--- src/design/umsp_pkg.sv ---
`timescale 1ns / 1ps
`default_nettype none
// Shared types and constants for the USB-MIDI SysEx packetizer.
// No dependencies.
package umsp_pkg;

    localparam int UMSP_MAX_PAYLOAD = 4096;
    localparam int UMSP_CFG_W       = 13;
    localparam int UMSP_JOB_BYTES   = 5;
    localparam int UMSP_QDEPTH      = 2;

    localparam logic [UMSP_CFG_W-1:0] UMSP_LEN_RST = 13'd64;

    // USB-MIDI code index numbers and SysEx framing bytes
    localparam logic [7:0] HDR_CONT = 8'h04;
    localparam logic [7:0] HDR_END1 = 8'h05;
    localparam logic [7:0] HDR_END2 = 8'h06;
    localparam logic [7:0] HDR_END3 = 8'h07;
    localparam logic [7:0] BYTE_SOX = 8'hF0;
    localparam logic [7:0] BYTE_EOX = 8'hF7;
    localparam logic [7:0] BYTE_PAD = 8'h00;

    // One request's worth of stream bytes, built by the front end
    typedef struct packed {
        logic [UMSP_JOB_BYTES-1:0][7:0] bytes;
        logic [2:0]                     count;
        logic                           msg_end;
    } t_job;

endpackage
`default_nettype wire

--- src/design/umsp_in_if.sv ---
`timescale 1ns / 1ps
`default_nettype none
// Input channel: one SysEx payload byte per request.
// No dependencies.
interface umsp_in_if;
    logic       valid;
    logic       ready;
    logic [7:0] data_byte;

    modport source (output valid, output data_byte, input ready);
    modport sink   (input valid, input data_byte, output ready);
endinterface
`default_nettype wire

--- src/design/umsp_out_if.sv ---
`timescale 1ns / 1ps
`default_nettype none
// Output channel: one USB-MIDI stream byte per request with framing flags.
// No dependencies.
interface umsp_out_if;
    logic       valid;
    logic       ready;
    logic [7:0] out_byte;
    logic       run_last;
    logic       message_end;

    modport source (output valid, output out_byte, output run_last, output message_end,
                    input ready);
    modport sink   (input valid, input out_byte, input run_last, input message_end,
                    output ready);
endinterface
`default_nettype wire

--- src/design/umsp_front.sv ---
`timescale 1ns / 1ps
`default_nettype none
// Front end: length register, message position tracking, and expansion of
// each payload byte into a job of up to five stream bytes. Uses umsp_pkg.
module umsp_front #(
    parameter int MAX_PAYLOAD = umsp_pkg::UMSP_MAX_PAYLOAD
) (
    input  wire                              i_clk,
    input  wire                              i_rst_n,
    input  wire                              i_cfg_we,
    input  wire [umsp_pkg::UMSP_CFG_W-1:0]   i_cfg_wdata,
    umsp_in_if.sink                          i_in,
    output logic                             o_push,
    input  wire                              i_full,
    output umsp_pkg::t_job                   o_job
);
    import umsp_pkg::*;

    localparam int RW = $clog2(MAX_PAYLOAD + 1);
    localparam int LW = (RW > UMSP_CFG_W) ? RW : UMSP_CFG_W;

    logic [UMSP_CFG_W-1:0] r_len;
    logic [RW-1:0]         r_rem, n_rem;
    logic [1:0]            r_slot, n_slot;

    logic [LW-1:0] len_ext, len_clamp;
    logic          start, hdr, fin;
    logic [RW-1:0] rem1;
    logic [1:0]    slot0, slot1, slot_h, slot2, pads;
    logic [7:0]    hdr_val;
    logic [7:0][7:0] seq;
    logic [2:0]    n;
    logic          accept;

    assign i_in.ready = !i_full;
    assign accept     = i_in.valid && !i_full;
    assign o_push     = accept;

    always_comb begin
        len_ext = LW'(r_len);
        if (len_ext < LW'(2)) begin
            len_clamp = LW'(2);
        end else if (len_ext > LW'(MAX_PAYLOAD)) begin
            len_clamp = LW'(MAX_PAYLOAD);
        end else begin
            len_clamp = len_ext;
        end

        start  = (r_rem == '0);
        rem1   = (start ? RW'(len_clamp) : r_rem) - RW'(1);
        slot0  = start ? 2'd2 : r_slot;
        slot1  = slot0 + 2'd1;
        hdr    = (slot1 == 2'd0);
        slot_h = hdr ? 2'd1 : slot1;
        fin    = (rem1 == '0);
        slot2  = slot_h + 2'd1;
        pads   = 2'd0 - slot2;

        if (rem1 == RW'(2)) begin
            hdr_val = HDR_END3;
        end else if (rem1 == RW'(1)) begin
            hdr_val = HDR_END2;
        end else if (rem1 == '0) begin
            hdr_val = HDR_END1;
        end else begin
            hdr_val = HDR_CONT;
        end

        seq = '0;
        n   = 3'd0;
        if (start) begin
            seq[0] = HDR_CONT;
            seq[1] = BYTE_SOX;
            n      = 3'd2;
        end
        seq[n] = i_in.data_byte;
        n      = n + 3'd1;
        if (hdr) begin
            seq[n] = hdr_val;
            n      = n + 3'd1;
        end
        if (fin) begin
            seq[n] = BYTE_EOX;
            n      = n + 3'd1;
            for (int i = 0; i < 3; i++) begin
                if (2'(i) < pads) begin
                    seq[n] = BYTE_PAD;
                    n      = n + 3'd1;
                end
            end
        end

        for (int j = 0; j < UMSP_JOB_BYTES; j++) begin
            o_job.bytes[j] = seq[j];
        end
        o_job.count   = n;
        o_job.msg_end = fin;

        n_rem  = rem1;
        n_slot = fin ? 2'd0 : slot_h;
    end

    always_ff @(posedge i_clk) begin
        if (!i_rst_n) begin
            r_len  <= UMSP_LEN_RST;
            r_rem  <= '0;
            r_slot <= 2'd0;
        end else begin
            if (i_cfg_we) begin
                r_len <= i_cfg_wdata;
            end
            if (accept) begin
                r_rem  <= n_rem;
                r_slot <= n_slot;
            end
        end
    end

endmodule
`default_nettype wire

--- src/design/umsp_queue.sv ---
`timescale 1ns / 1ps
`default_nettype none
// Short job queue between front and back end.
// Uses umsp_pkg for the job type and depth.
module umsp_queue (
    input  wire             i_clk,
    input  wire             i_rst_n,
    input  wire             i_push,
    input  umsp_pkg::t_job  i_job,
    output logic            o_full,
    output logic            o_valid,
    input  wire             i_pop,
    output umsp_pkg::t_job  o_job
);
    import umsp_pkg::*;

    localparam int PW = (UMSP_QDEPTH > 1) ? $clog2(UMSP_QDEPTH) : 1;
    localparam int CW = $clog2(UMSP_QDEPTH + 1);

    t_job          r_mem [UMSP_QDEPTH];
    logic [PW-1:0] r_wp, r_rp;
    logic [CW-1:0] r_cnt;
    logic          do_push, do_pop;

    assign o_full  = (r_cnt == CW'(UMSP_QDEPTH));
    assign o_valid = (r_cnt != '0);
    assign o_job   = r_mem[r_rp];
    assign do_push = i_push && !o_full;
    assign do_pop  = i_pop && o_valid;

    always_ff @(posedge i_clk) begin
        if (do_push) begin
            r_mem[r_wp] <= i_job;
        end
    end

    always_ff @(posedge i_clk) begin
        if (!i_rst_n) begin
            r_wp  <= '0;
            r_rp  <= '0;
            r_cnt <= '0;
        end else begin
            if (do_push) begin
                r_wp <= (r_wp == PW'(UMSP_QDEPTH - 1)) ? '0 : r_wp + PW'(1);
            end
            if (do_pop) begin
                r_rp <= (r_rp == PW'(UMSP_QDEPTH - 1)) ? '0 : r_rp + PW'(1);
            end
            if (do_push && !do_pop) begin
                r_cnt <= r_cnt + CW'(1);
            end else if (do_pop && !do_push) begin
                r_cnt <= r_cnt - CW'(1);
            end
        end
    end

endmodule
`default_nettype wire

--- src/design/umsp_back.sv ---
`timescale 1ns / 1ps
`default_nettype none
// Back end: walks the head job one byte per cycle into the output register while the receiver accepts.
// Uses umsp_pkg and umsp_out_if.
module umsp_back (
    input  wire             i_clk,
    input  wire             i_rst_n,
    input  wire             i_valid,
    input  umsp_pkg::t_job  i_job,
    output logic            o_pop,
    umsp_out_if.source      o_out
);
    import umsp_pkg::*;

    logic [2:0] r_idx;
    logic       r_valid;
    logic [7:0] r_byte;
    logic       r_last, r_end;
    logic       load, last;
    logic [7:0] sel;

    assign load  = i_valid && (!r_valid || o_out.ready);
    assign last  = (r_idx == i_job.count - 3'd1);
    assign o_pop = load && last;

    always_comb begin
        case (r_idx)
            3'd0:    sel = i_job.bytes[0];
            3'd1:    sel = i_job.bytes[1];
            3'd2:    sel = i_job.bytes[2];
            3'd3:    sel = i_job.bytes[3];
            3'd4:    sel = i_job.bytes[4];
            default: sel = BYTE_PAD;
        endcase
    end

    always_ff @(posedge i_clk) begin
        if (!i_rst_n) begin
            r_idx   <= 3'd0;
            r_valid <= 1'b0;
        end else begin
            if (load) begin
                r_idx   <= last ? 3'd0 : r_idx + 3'd1;
                r_valid <= 1'b1;
            end else if (o_out.ready) begin
                r_valid <= 1'b0;
            end
        end
    end

    always_ff @(posedge i_clk) begin
        if (load) begin
            r_byte <= sel;
            r_last <= last;
            r_end  <= last && i_job.msg_end;
        end
    end

    assign o_out.valid       = r_valid;
    assign o_out.out_byte    = r_byte;
    assign o_out.run_last    = r_last;
    assign o_out.message_end = r_end;

endmodule
`default_nettype wire

--- src/design/usb_midi_sysex_packetizer_top.sv ---
// USB-MIDI SysEx packetizer.
// i_in carries SysEx payload bytes, one per request, in message order.
// o_out carries the USB-MIDI event stream, one byte per request: the 0x04/0xF0
// opening, data, packet headers, 0xF7 and zero padding. run_last marks the
// last byte caused by an input byte, message_end the final byte of a message.
// i_cfg_we/i_cfg_wdata set the payload length, used when a message starts.
// Each input byte yields 1 to 5 output bytes (about 4/3 on average over a
// long message); the back end sends one output byte per cycle while the
// receiver is ready. The first output byte passes through the queue entry
// and then the output register after the input is accepted.
// A two-entry job queue decouples the sides: input is taken while the queue
// has room, independent of output stalls until the queue fills.
// When the receiver stalls, the output register holds its byte and flags.
// Reset clears the message position, empties the queue and output, and sets
// the payload length to 64.
`timescale 1ns / 1ps
`default_nettype none
module usb_midi_sysex_packetizer_top #(
    parameter int MAX_PAYLOAD = umsp_pkg::UMSP_MAX_PAYLOAD
) (
    input  wire                              i_clk,
    input  wire                              i_rst_n,
    input  wire                              i_cfg_we,
    input  wire [umsp_pkg::UMSP_CFG_W-1:0]   i_cfg_wdata,
    umsp_in_if.sink                          i_in,
    umsp_out_if.source                       o_out
);
    import umsp_pkg::*;

    t_job f_job, q_job;
    logic push, full, q_valid, pop;

    umsp_front #(
        .MAX_PAYLOAD (MAX_PAYLOAD)
    ) u_front (
        .i_clk       (i_clk),
        .i_rst_n     (i_rst_n),
        .i_cfg_we    (i_cfg_we),
        .i_cfg_wdata (i_cfg_wdata),
        .i_in        (i_in),
        .o_push      (push),
        .i_full      (full),
        .o_job       (f_job)
    );

    umsp_queue u_queue (
        .i_clk   (i_clk),
        .i_rst_n (i_rst_n),
        .i_push  (push),
        .i_job   (f_job),
        .o_full  (full),
        .o_valid (q_valid),
        .i_pop   (pop),
        .o_job   (q_job)
    );

    umsp_back u_back (
        .i_clk   (i_clk),
        .i_rst_n (i_rst_n),
        .i_valid (q_valid),
        .i_job   (q_job),
        .o_pop   (pop),
        .o_out   (o_out)
    );

endmodule
`default_nettype wire

--- src/flat_wrapper.sv ---
// flat-port wrapper written by rule: the top's interface ports become plain ports
module usb_midi_sysex_packetizer_top_flat import umsp_pkg::*;
#(
    parameter int MAX_PAYLOAD = umsp_pkg::UMSP_MAX_PAYLOAD
)
  (i_clk, i_rst_n, i_cfg_we, i_cfg_wdata, i_in_valid, i_in_data_byte, i_in_ready, o_out_valid, o_out_out_byte, o_out_run_last, o_out_message_end, o_out_ready);
  umsp_in_if i_in_i ();
  umsp_out_if o_out_i ();
  input  wire i_clk;
  input  wire i_rst_n;
  input  wire i_cfg_we;
  input  wire [umsp_pkg::UMSP_CFG_W-1:0] i_cfg_wdata;
  input wire logic [$bits(i_in_i.valid)-1:0] i_in_valid;
  input wire logic [$bits(i_in_i.data_byte)-1:0] i_in_data_byte;
  output wire logic [$bits(i_in_i.ready)-1:0] i_in_ready;
  output wire logic [$bits(o_out_i.valid)-1:0] o_out_valid;
  output wire logic [$bits(o_out_i.out_byte)-1:0] o_out_out_byte;
  output wire logic [$bits(o_out_i.run_last)-1:0] o_out_run_last;
  output wire logic [$bits(o_out_i.message_end)-1:0] o_out_message_end;
  input wire logic [$bits(o_out_i.ready)-1:0] o_out_ready;
  assign i_in_i.valid = i_in_valid;
  assign i_in_i.data_byte = i_in_data_byte;
  assign i_in_ready = i_in_i.ready;
  assign o_out_valid = o_out_i.valid;
  assign o_out_out_byte = o_out_i.out_byte;
  assign o_out_run_last = o_out_i.run_last;
  assign o_out_message_end = o_out_i.message_end;
  assign o_out_i.ready = o_out_ready;
  usb_midi_sysex_packetizer_top #(.MAX_PAYLOAD(MAX_PAYLOAD)) u_core (.i_clk(i_clk), .i_rst_n(i_rst_n), .i_cfg_we(i_cfg_we), .i_cfg_wdata(i_cfg_wdata), .i_in(i_in_i), .o_out(o_out_i));
endmodule
--- config.mk ---
export PLATFORM = sky130hd
export DESIGN_NAME = usb_midi_sysex_packetizer_top_flat
export DESIGN_NICKNAME = d
export VERILOG_FILES = /design/src/design/umsp_pkg.sv /design/src/design/umsp_in_if.sv /design/src/design/umsp_out_if.sv /design/src/design/umsp_front.sv /design/src/design/umsp_queue.sv /design/src/design/umsp_back.sv /design/src/design/usb_midi_sysex_packetizer_top.sv /design/src/flat_wrapper.sv
export SDC_FILE = /design/constraint.sdc
export NUM_CORES = 1
export LEC_CHECK = 0
export ABC_AREA = 1
export BUFFER_PORTS_ARGS = -buffer_cell sky130_fd_sc_hd__clkbuf_2
export CORE_MARGIN = 2
export CORE_UTILIZATION = 55
export CTS_CLUSTER_DIAMETER = 100
export CTS_CLUSTER_SIZE = 16
export DETAILED_ROUTE_END_ITERATION = 8
export GPL_ROUTABILITY_DRIVEN = 0
export PLACE_DENSITY_LB_ADDON = 0.05
export SLEW_MARGIN = 20
export SYNTH_ARGS = -nofsm -noshare
export SYNTH_HDL_FRONTEND = slang
export SYNTH_SLANG_ARGS = --single-unit
--- constraint.sdc ---
create_clock -name i_clk -period 2.8 [get_ports i_clk]
set_clock_uncertainty 0.2 [all_clocks]
set_input_delay 0.28 -clock i_clk [delete_from_list [all_inputs] [get_ports i_clk]]
set_output_delay 0.28 -clock i_clk [all_outputs]
set_load 0.005 [all_outputs]
# Word-level counts from Yosys, hierarchy flattened

Memories as Yosys holds them, arrays and structs flattened. A register that Yosys moved wholly into a read port is not among the register bits.
Cells that the tools add are included.

Memories kept: 1
Register bits: 46
Logic and storage cells: 139
Bits in writable memories: 88
Memory bits (read-only): 0
Bits of input ports: 26
Latch bits: 0
Output and inout bits: 12

Memory list:

| memory               | words | width | read ports | clocked after Yosys merged registers in | write ports | RTL line         | source |
|---|---|---|---|---|---|---|---|
| u_core.u_queue.r_mem | 2     | 44    | 1          | 1                                       | 1           | umsp_queue.sv:20 | `t_job r_mem [UMSP_QDEPTH];` |

Div/mod/pow operators: 0
Add/subtract/negate cells: 16
Magnitude comparators: 17
Multiply operators: 0
Mux-type cells: 51
Shift-type cells: 0
Bitwise gates (word level): 9
Reduce and logical (&&, ||, !) cells: 26
Eq/ne operators: 8

Operators with widths:

| kind                                                                           | count |
|---|---|
| 40-bit 2-to-1 mux                                                              | 7 |
| 8-bit demux with 3-bit select                                                  | 6 |
| 64-bit bitwise mux                                                             | 2 |
| 40-bit AND                                                                     | 3 |
| 40-bit inverter                                                                | 3 |
| 8-bit 2-to-1 mux                                                               | 6 |
| 8-bit case mux with 5 select lines                                             | 1 |
| 13-bit 2-to-1 mux                                                              | 3 |
| 35-bit bitwise OR                                                              | 1 |
| 13-bit logical NOT                                                             | 2 |
| 3-bit by 4-bit less-than comparator with 1-bit output (second input constant)  | 6 |
| 3-bit 2-to-1 mux                                                               | 8 |
| 3-bit by 1-bit adder with 3-bit output (second input constant)                 | 7 |
| 3-bit by 1-bit >= comparator with 1-bit output (second input constant)         | 6 |
| 16-bit 2-to-1 mux                                                              | 1 |
| 2-bit 2-to-1 mux                                                               | 8 |
| 1-bit logical AND                                                              | 14 |
| 13-bit by 1-bit == test with 1-bit output (second input constant)              | 1 |
| 13-bit by 2-bit == test with 1-bit output (second input constant)              | 1 |
| 13-bit > comparator (second input constant)                                    | 1 |
| 13-bit by 2-bit less-than comparator with 1-bit output (second input constant) | 1 |
| 13-bit by 1-bit subtractor with 13-bit output (second input constant)          | 1 |
| 1-bit 2-to-1 mux                                                               | 9 |
| 2-bit by 1-bit adder with 2-bit output (second input constant)                 | 3 |
| other kinds (18)                                                               | 26 |

# Longest topological paths before layout

Word-level depth: 21
Gate-level depth with buffers: 24
Depth with buffers taken out: 22

# Hierarchy

From an unflattened synthesis, not the netlist that was laid out.

Cell total of the unflattened synthesis: 714
Area total of the unflattened synthesis: 7103.1 µm²

Modules (own cells, without submodules):

| module     | area each (µm²) | sequential area each (µm²) | cells an instance | instances |
|---|---|---|---|---|
| umsp_queue | 3624.7          | 2742.6                     | 174               | 1 |
| umsp_front | 2511.2          | 560.5                      | 409               | 1 |
| umsp_back  | 967.2           | 380.4                      | 131               | 1 |

# Worst setup path before layout

No wires, ideal clock.

Path kind: register to register
Start: register u_core.u_front.r_rem[4]
End: memory u_core.u_queue.r_mem[0][3] (netlist name) (data pin)
Clock period less this slack: 2.962 ns
Cell stages (with the launch flop): 18
Arrival: 2.506 ns
Slack: -0.162 ns
Data required time: 2.344 ns
Cells stage by stage: dfxtp_1 nor2_1 nand2_1 nor2_2 nand2_4 buf_6 nand2_1 inv_1 ha_1 inv_1 ha_1 o21ai_0 xnor2_1 inv_1 o31ai_1 nand2_1 nand2_1 nand2_1

RTL lines:

| what                   | RTL line          | source |
|---|---|---|
| from (decl)            | umsp_front.sv:23  | `logic [RW-1:0] r_rem, n_rem;` |
| from (signal assigned) | umsp_front.sv:113 | `r_rem <= n_rem;` |
| to (decl)              | umsp_queue.sv:20  |  |

==> results.tsv <==
metric	value	unit
stdcell_count	883	
die_area	0.0107	mm2
cts-root-buf	clkbuf_8	
ys_async_sr_fraction	0	%
routed_wirelength	13600	um
cp_slowest_cell	dfxtp_2	
fp.dieW	103	um
clk_latency	0.39	ns
place_hpwl	8800	um
cp.arrival	2.81	ns
clkSinkCount	105	
post_drt_wl_per_cell	15.4	um
cts.path.max_buffers	2	
nFillCells	722	
setup_viol	31	
pre_cts_slack	-0.174	ns
fin_setup_tns	-0.624	ns
fin_util	73.2	%
p_comb_share	51.7	%
yosysMostFrequentCell	nor2_1	
pin_count	38	
min_period_over_period	102	%
drive_gt1_share	34.4	%
synth_edf_count	68	
rows	36	
grt_pass1_wl	20900	um
crit_fanout	7	
grt_max_degree	31	
grt-ovfl-total	0	
multi_input_area	0.00268	mm2
worstPathRequired	2.75	ns
num_vias	4692	
seq_area_frac_synth	51.3	%
path_cells	nor2_1 -> nand2_1 -> nor2_4 -> nand2_4 -> buf_6 -> nor2_4 -> nand2_2 -> nand2_4 -> buf_12 -> nor2_4 -> buf_4 -> nand3_2 -> nand2_2 -> nand3_2 -> inv_2 -> nand3_2 -> nor2_4 -> buf_6 -> nand3_2 -> nand3_4 -> nor2_2	
drt_iter0_markers	289	
swShare	42.4	%
cts_tree	done	
hold_violations	0	
drc	0	
drt-vias-per-instance	5.31	
slew_violations	0	
violations	negative setup slack	
p_int	3.90	mW
synth_area_leaders	edfxtp_1, dfxtp_1, nor2_1, nand2_1, inv_1	
htree_num_levels	3	
cts_buffers	9	
p_seq_share	33.7	%
port_buffers	37	
start_util	56.1	%
slew-limit-headroom	58.2	%
power_density	956	mW/mm2
ys_warn_count	0	
outcome	complete, but fails checks	
crit_path_max_incr_delay	0.35	ns
final-seq-area	0.00280	mm2
path_class	reg2reg	
power.switching	2.88	mW
synthesis.nets	681	
peakVddDrop	0.000646	V
rsz0062_at_grt	true	
hold_class	in2reg	
antenna_found_initial	0	
synth_largest_area_cell	edfxtp_1	
syn_area	0.00543	mm2
p_clk_share	14.7	%
p_leak	3.01	nW
worst_slack	-0.0552	ns
grt_pass1_vias	4485	
netlist_instances	637	
postRouteAntennaNets	0	
worstSetupStartpointType	flip-flop	
die_h	103	um
syn_avg_cell_area	8.52	um2
final.min_clock_period	2.86	ns
synth_seq_cells	105	
coreArea	0.00968	mm2
netlist.area_leader.share	37.6	%
placed_cells	827	
tightest_slew	0.627	ns
path_clk_slew	0.11	ns
max_freq	350	MHz
synth_cell_types	38	
cp-end-kind	flip-flop	
synth_common_cells	nor2_1, nand2_1, inv_1	
first_pass_iters	4	
antenna_cells	0	
synth-main-ff-cell	edfxtp_1	
drv_cap	0	
grt_use_total	25.8	%
syn_to_final_growth	30.5	%
final_net_count	789	
## power groups by stage
stage / clock network [mW] / logic, mW / registers (mW)
final: 0.994 / 3.50 / 2.28
after global routing: 1.06 / 3.89 / 2.32
after CTS: 1.02 / 3.04 / 2.27
after detailed placement: 0 / 2.80 / 2.30
after global placement: 0 / 2.73 / 2.29
after floorplan: 0 / 1.90 / 2.27
## sequential cells by signal, summed over array words and instances (netlist names), named ones only
name and flops:
u_core.u_queue.r_wp 1, u_core.u_back.r_idx 3, u_core.u_front.len_ext 13, u_core.u_back.o_out.message_end 1
u_core.u_queue.r_rp 1, u_core.u_queue.r_mem 58, u_core.u_front.r_slot 2, u_core.u_back.o_out.out_byte 8
u_core.u_back.o_out.run_last 1, u_core.u_back.o_out.valid 1, u_core.u_front.r_rem 13, u_core.u_queue.r_cnt 2
## cells by family (layout without fill, tap and decap cells)
group           count (synthesis)  in the layout  synth area share (%)
flops                         105            105                  51.3
simple gates                  268            269                  22.3
fa+ha+maj                      18             18                  4.15
buf+inv                       113            225                  8.25
compound gates                123            123                  12.4
xor+xnor                        8              8                  1.29
mux                             2              2                 0.369
## area by class of cell
| type | instances | area share [%] |
|---|---|---|
| clock buffer | 9 | 1.75 |
| timing repair buffer | 115 | 12.4 |
| sequential | 105 | 39.5 |
| inverter | 94 | 5.02 |
| clock inverter | 7 | 1.17 |
| tap | 133 | 2.35 |
| multi-input combinational | 420 | 37.8 |
## cell usage in the layout, fill, tap and decap left out, types with 3 or more instances in the layout
cell type      count
ha_4               3
inv_2              9
buf_6              7
inv_1             83
o211ai_1           3
clkbuf_8           9
dfxtp_1           25
a21oi_1           32
nand4_1            4
buf_4             48
xor2_1             5
o21ai_2            5
nor2_4            18
nand2_2           32
o21ai_0           55
nand3_4            6
nand3_1            8
nand3_2           10
nor2_2            24
dfxtp_2           12
o22ai_1            3
dlygate4sd3_1     19
edfxtp_1          68
nand2_1           67
a31oi_1            6
nor3_1             3
nor2_1            82
o22ai_2            6
clkbuf_2          37
ha_1              15
nand2_4           11
buf_8              3
## metal layers
layer  share of wire, %  track usage [%]  vias up  wire, um
met5                  0                0        -         0
met4                2.8             10.3        0       377
met3                5.1             5.51       31       699
met2                 53             46.6      157      7180
met1                 39             29.6     2203      5350
li1                   -                -     2301         -
## path summary, 6_finish.rpt
path,from,to,slack (ns),depth (start not counted)
worst max-delay path,u_core.u_front.r_rem[9],u_core.u_queue.r_mem[0][28],-0.06,21
worst min-delay path,i_in_data_byte[3],u_core.u_queue.r_mem[0][23],0.05,3
worst max register to register,u_core.u_front.r_rem[9],u_core.u_queue.r_mem[0][28],-0.06,21
worst min register to register,u_core.u_front.len_ext[0],u_core.u_front.len_ext[0],0.28,2
## critical path, delay by kind of cell, from the launching register on
family / cells / cell delay (ns)
DFF: 1 / 0.35
buffers and inverters: 5 / 0.63
and+or+nand+nor: 16 / 1.42
## timing repair
item,CTS,global route
cloned,1,0
endpoints found under the setup margin,42,43
buffers inserted,13,7
gates resized for setup,44,101
hold buffers,19,0
pin swaps,25,33
hold endpoints to repair,17,0
## through the flow
step / power [mW] / cell area [um2] / hold slack (ns)
floorplan: 4.18 / 5440 / 0.191
global placement: 5.01 / 6000 / 0.255
detailed placement: 5.09 / 6000 / 0.258
CTS: 6.33 / 6650 / 0.0318
global route: 7.27 / 7090 / 0.0612
finish: 6.78 / 7090 / 0.0468
(Power assumes the default switching activity.)
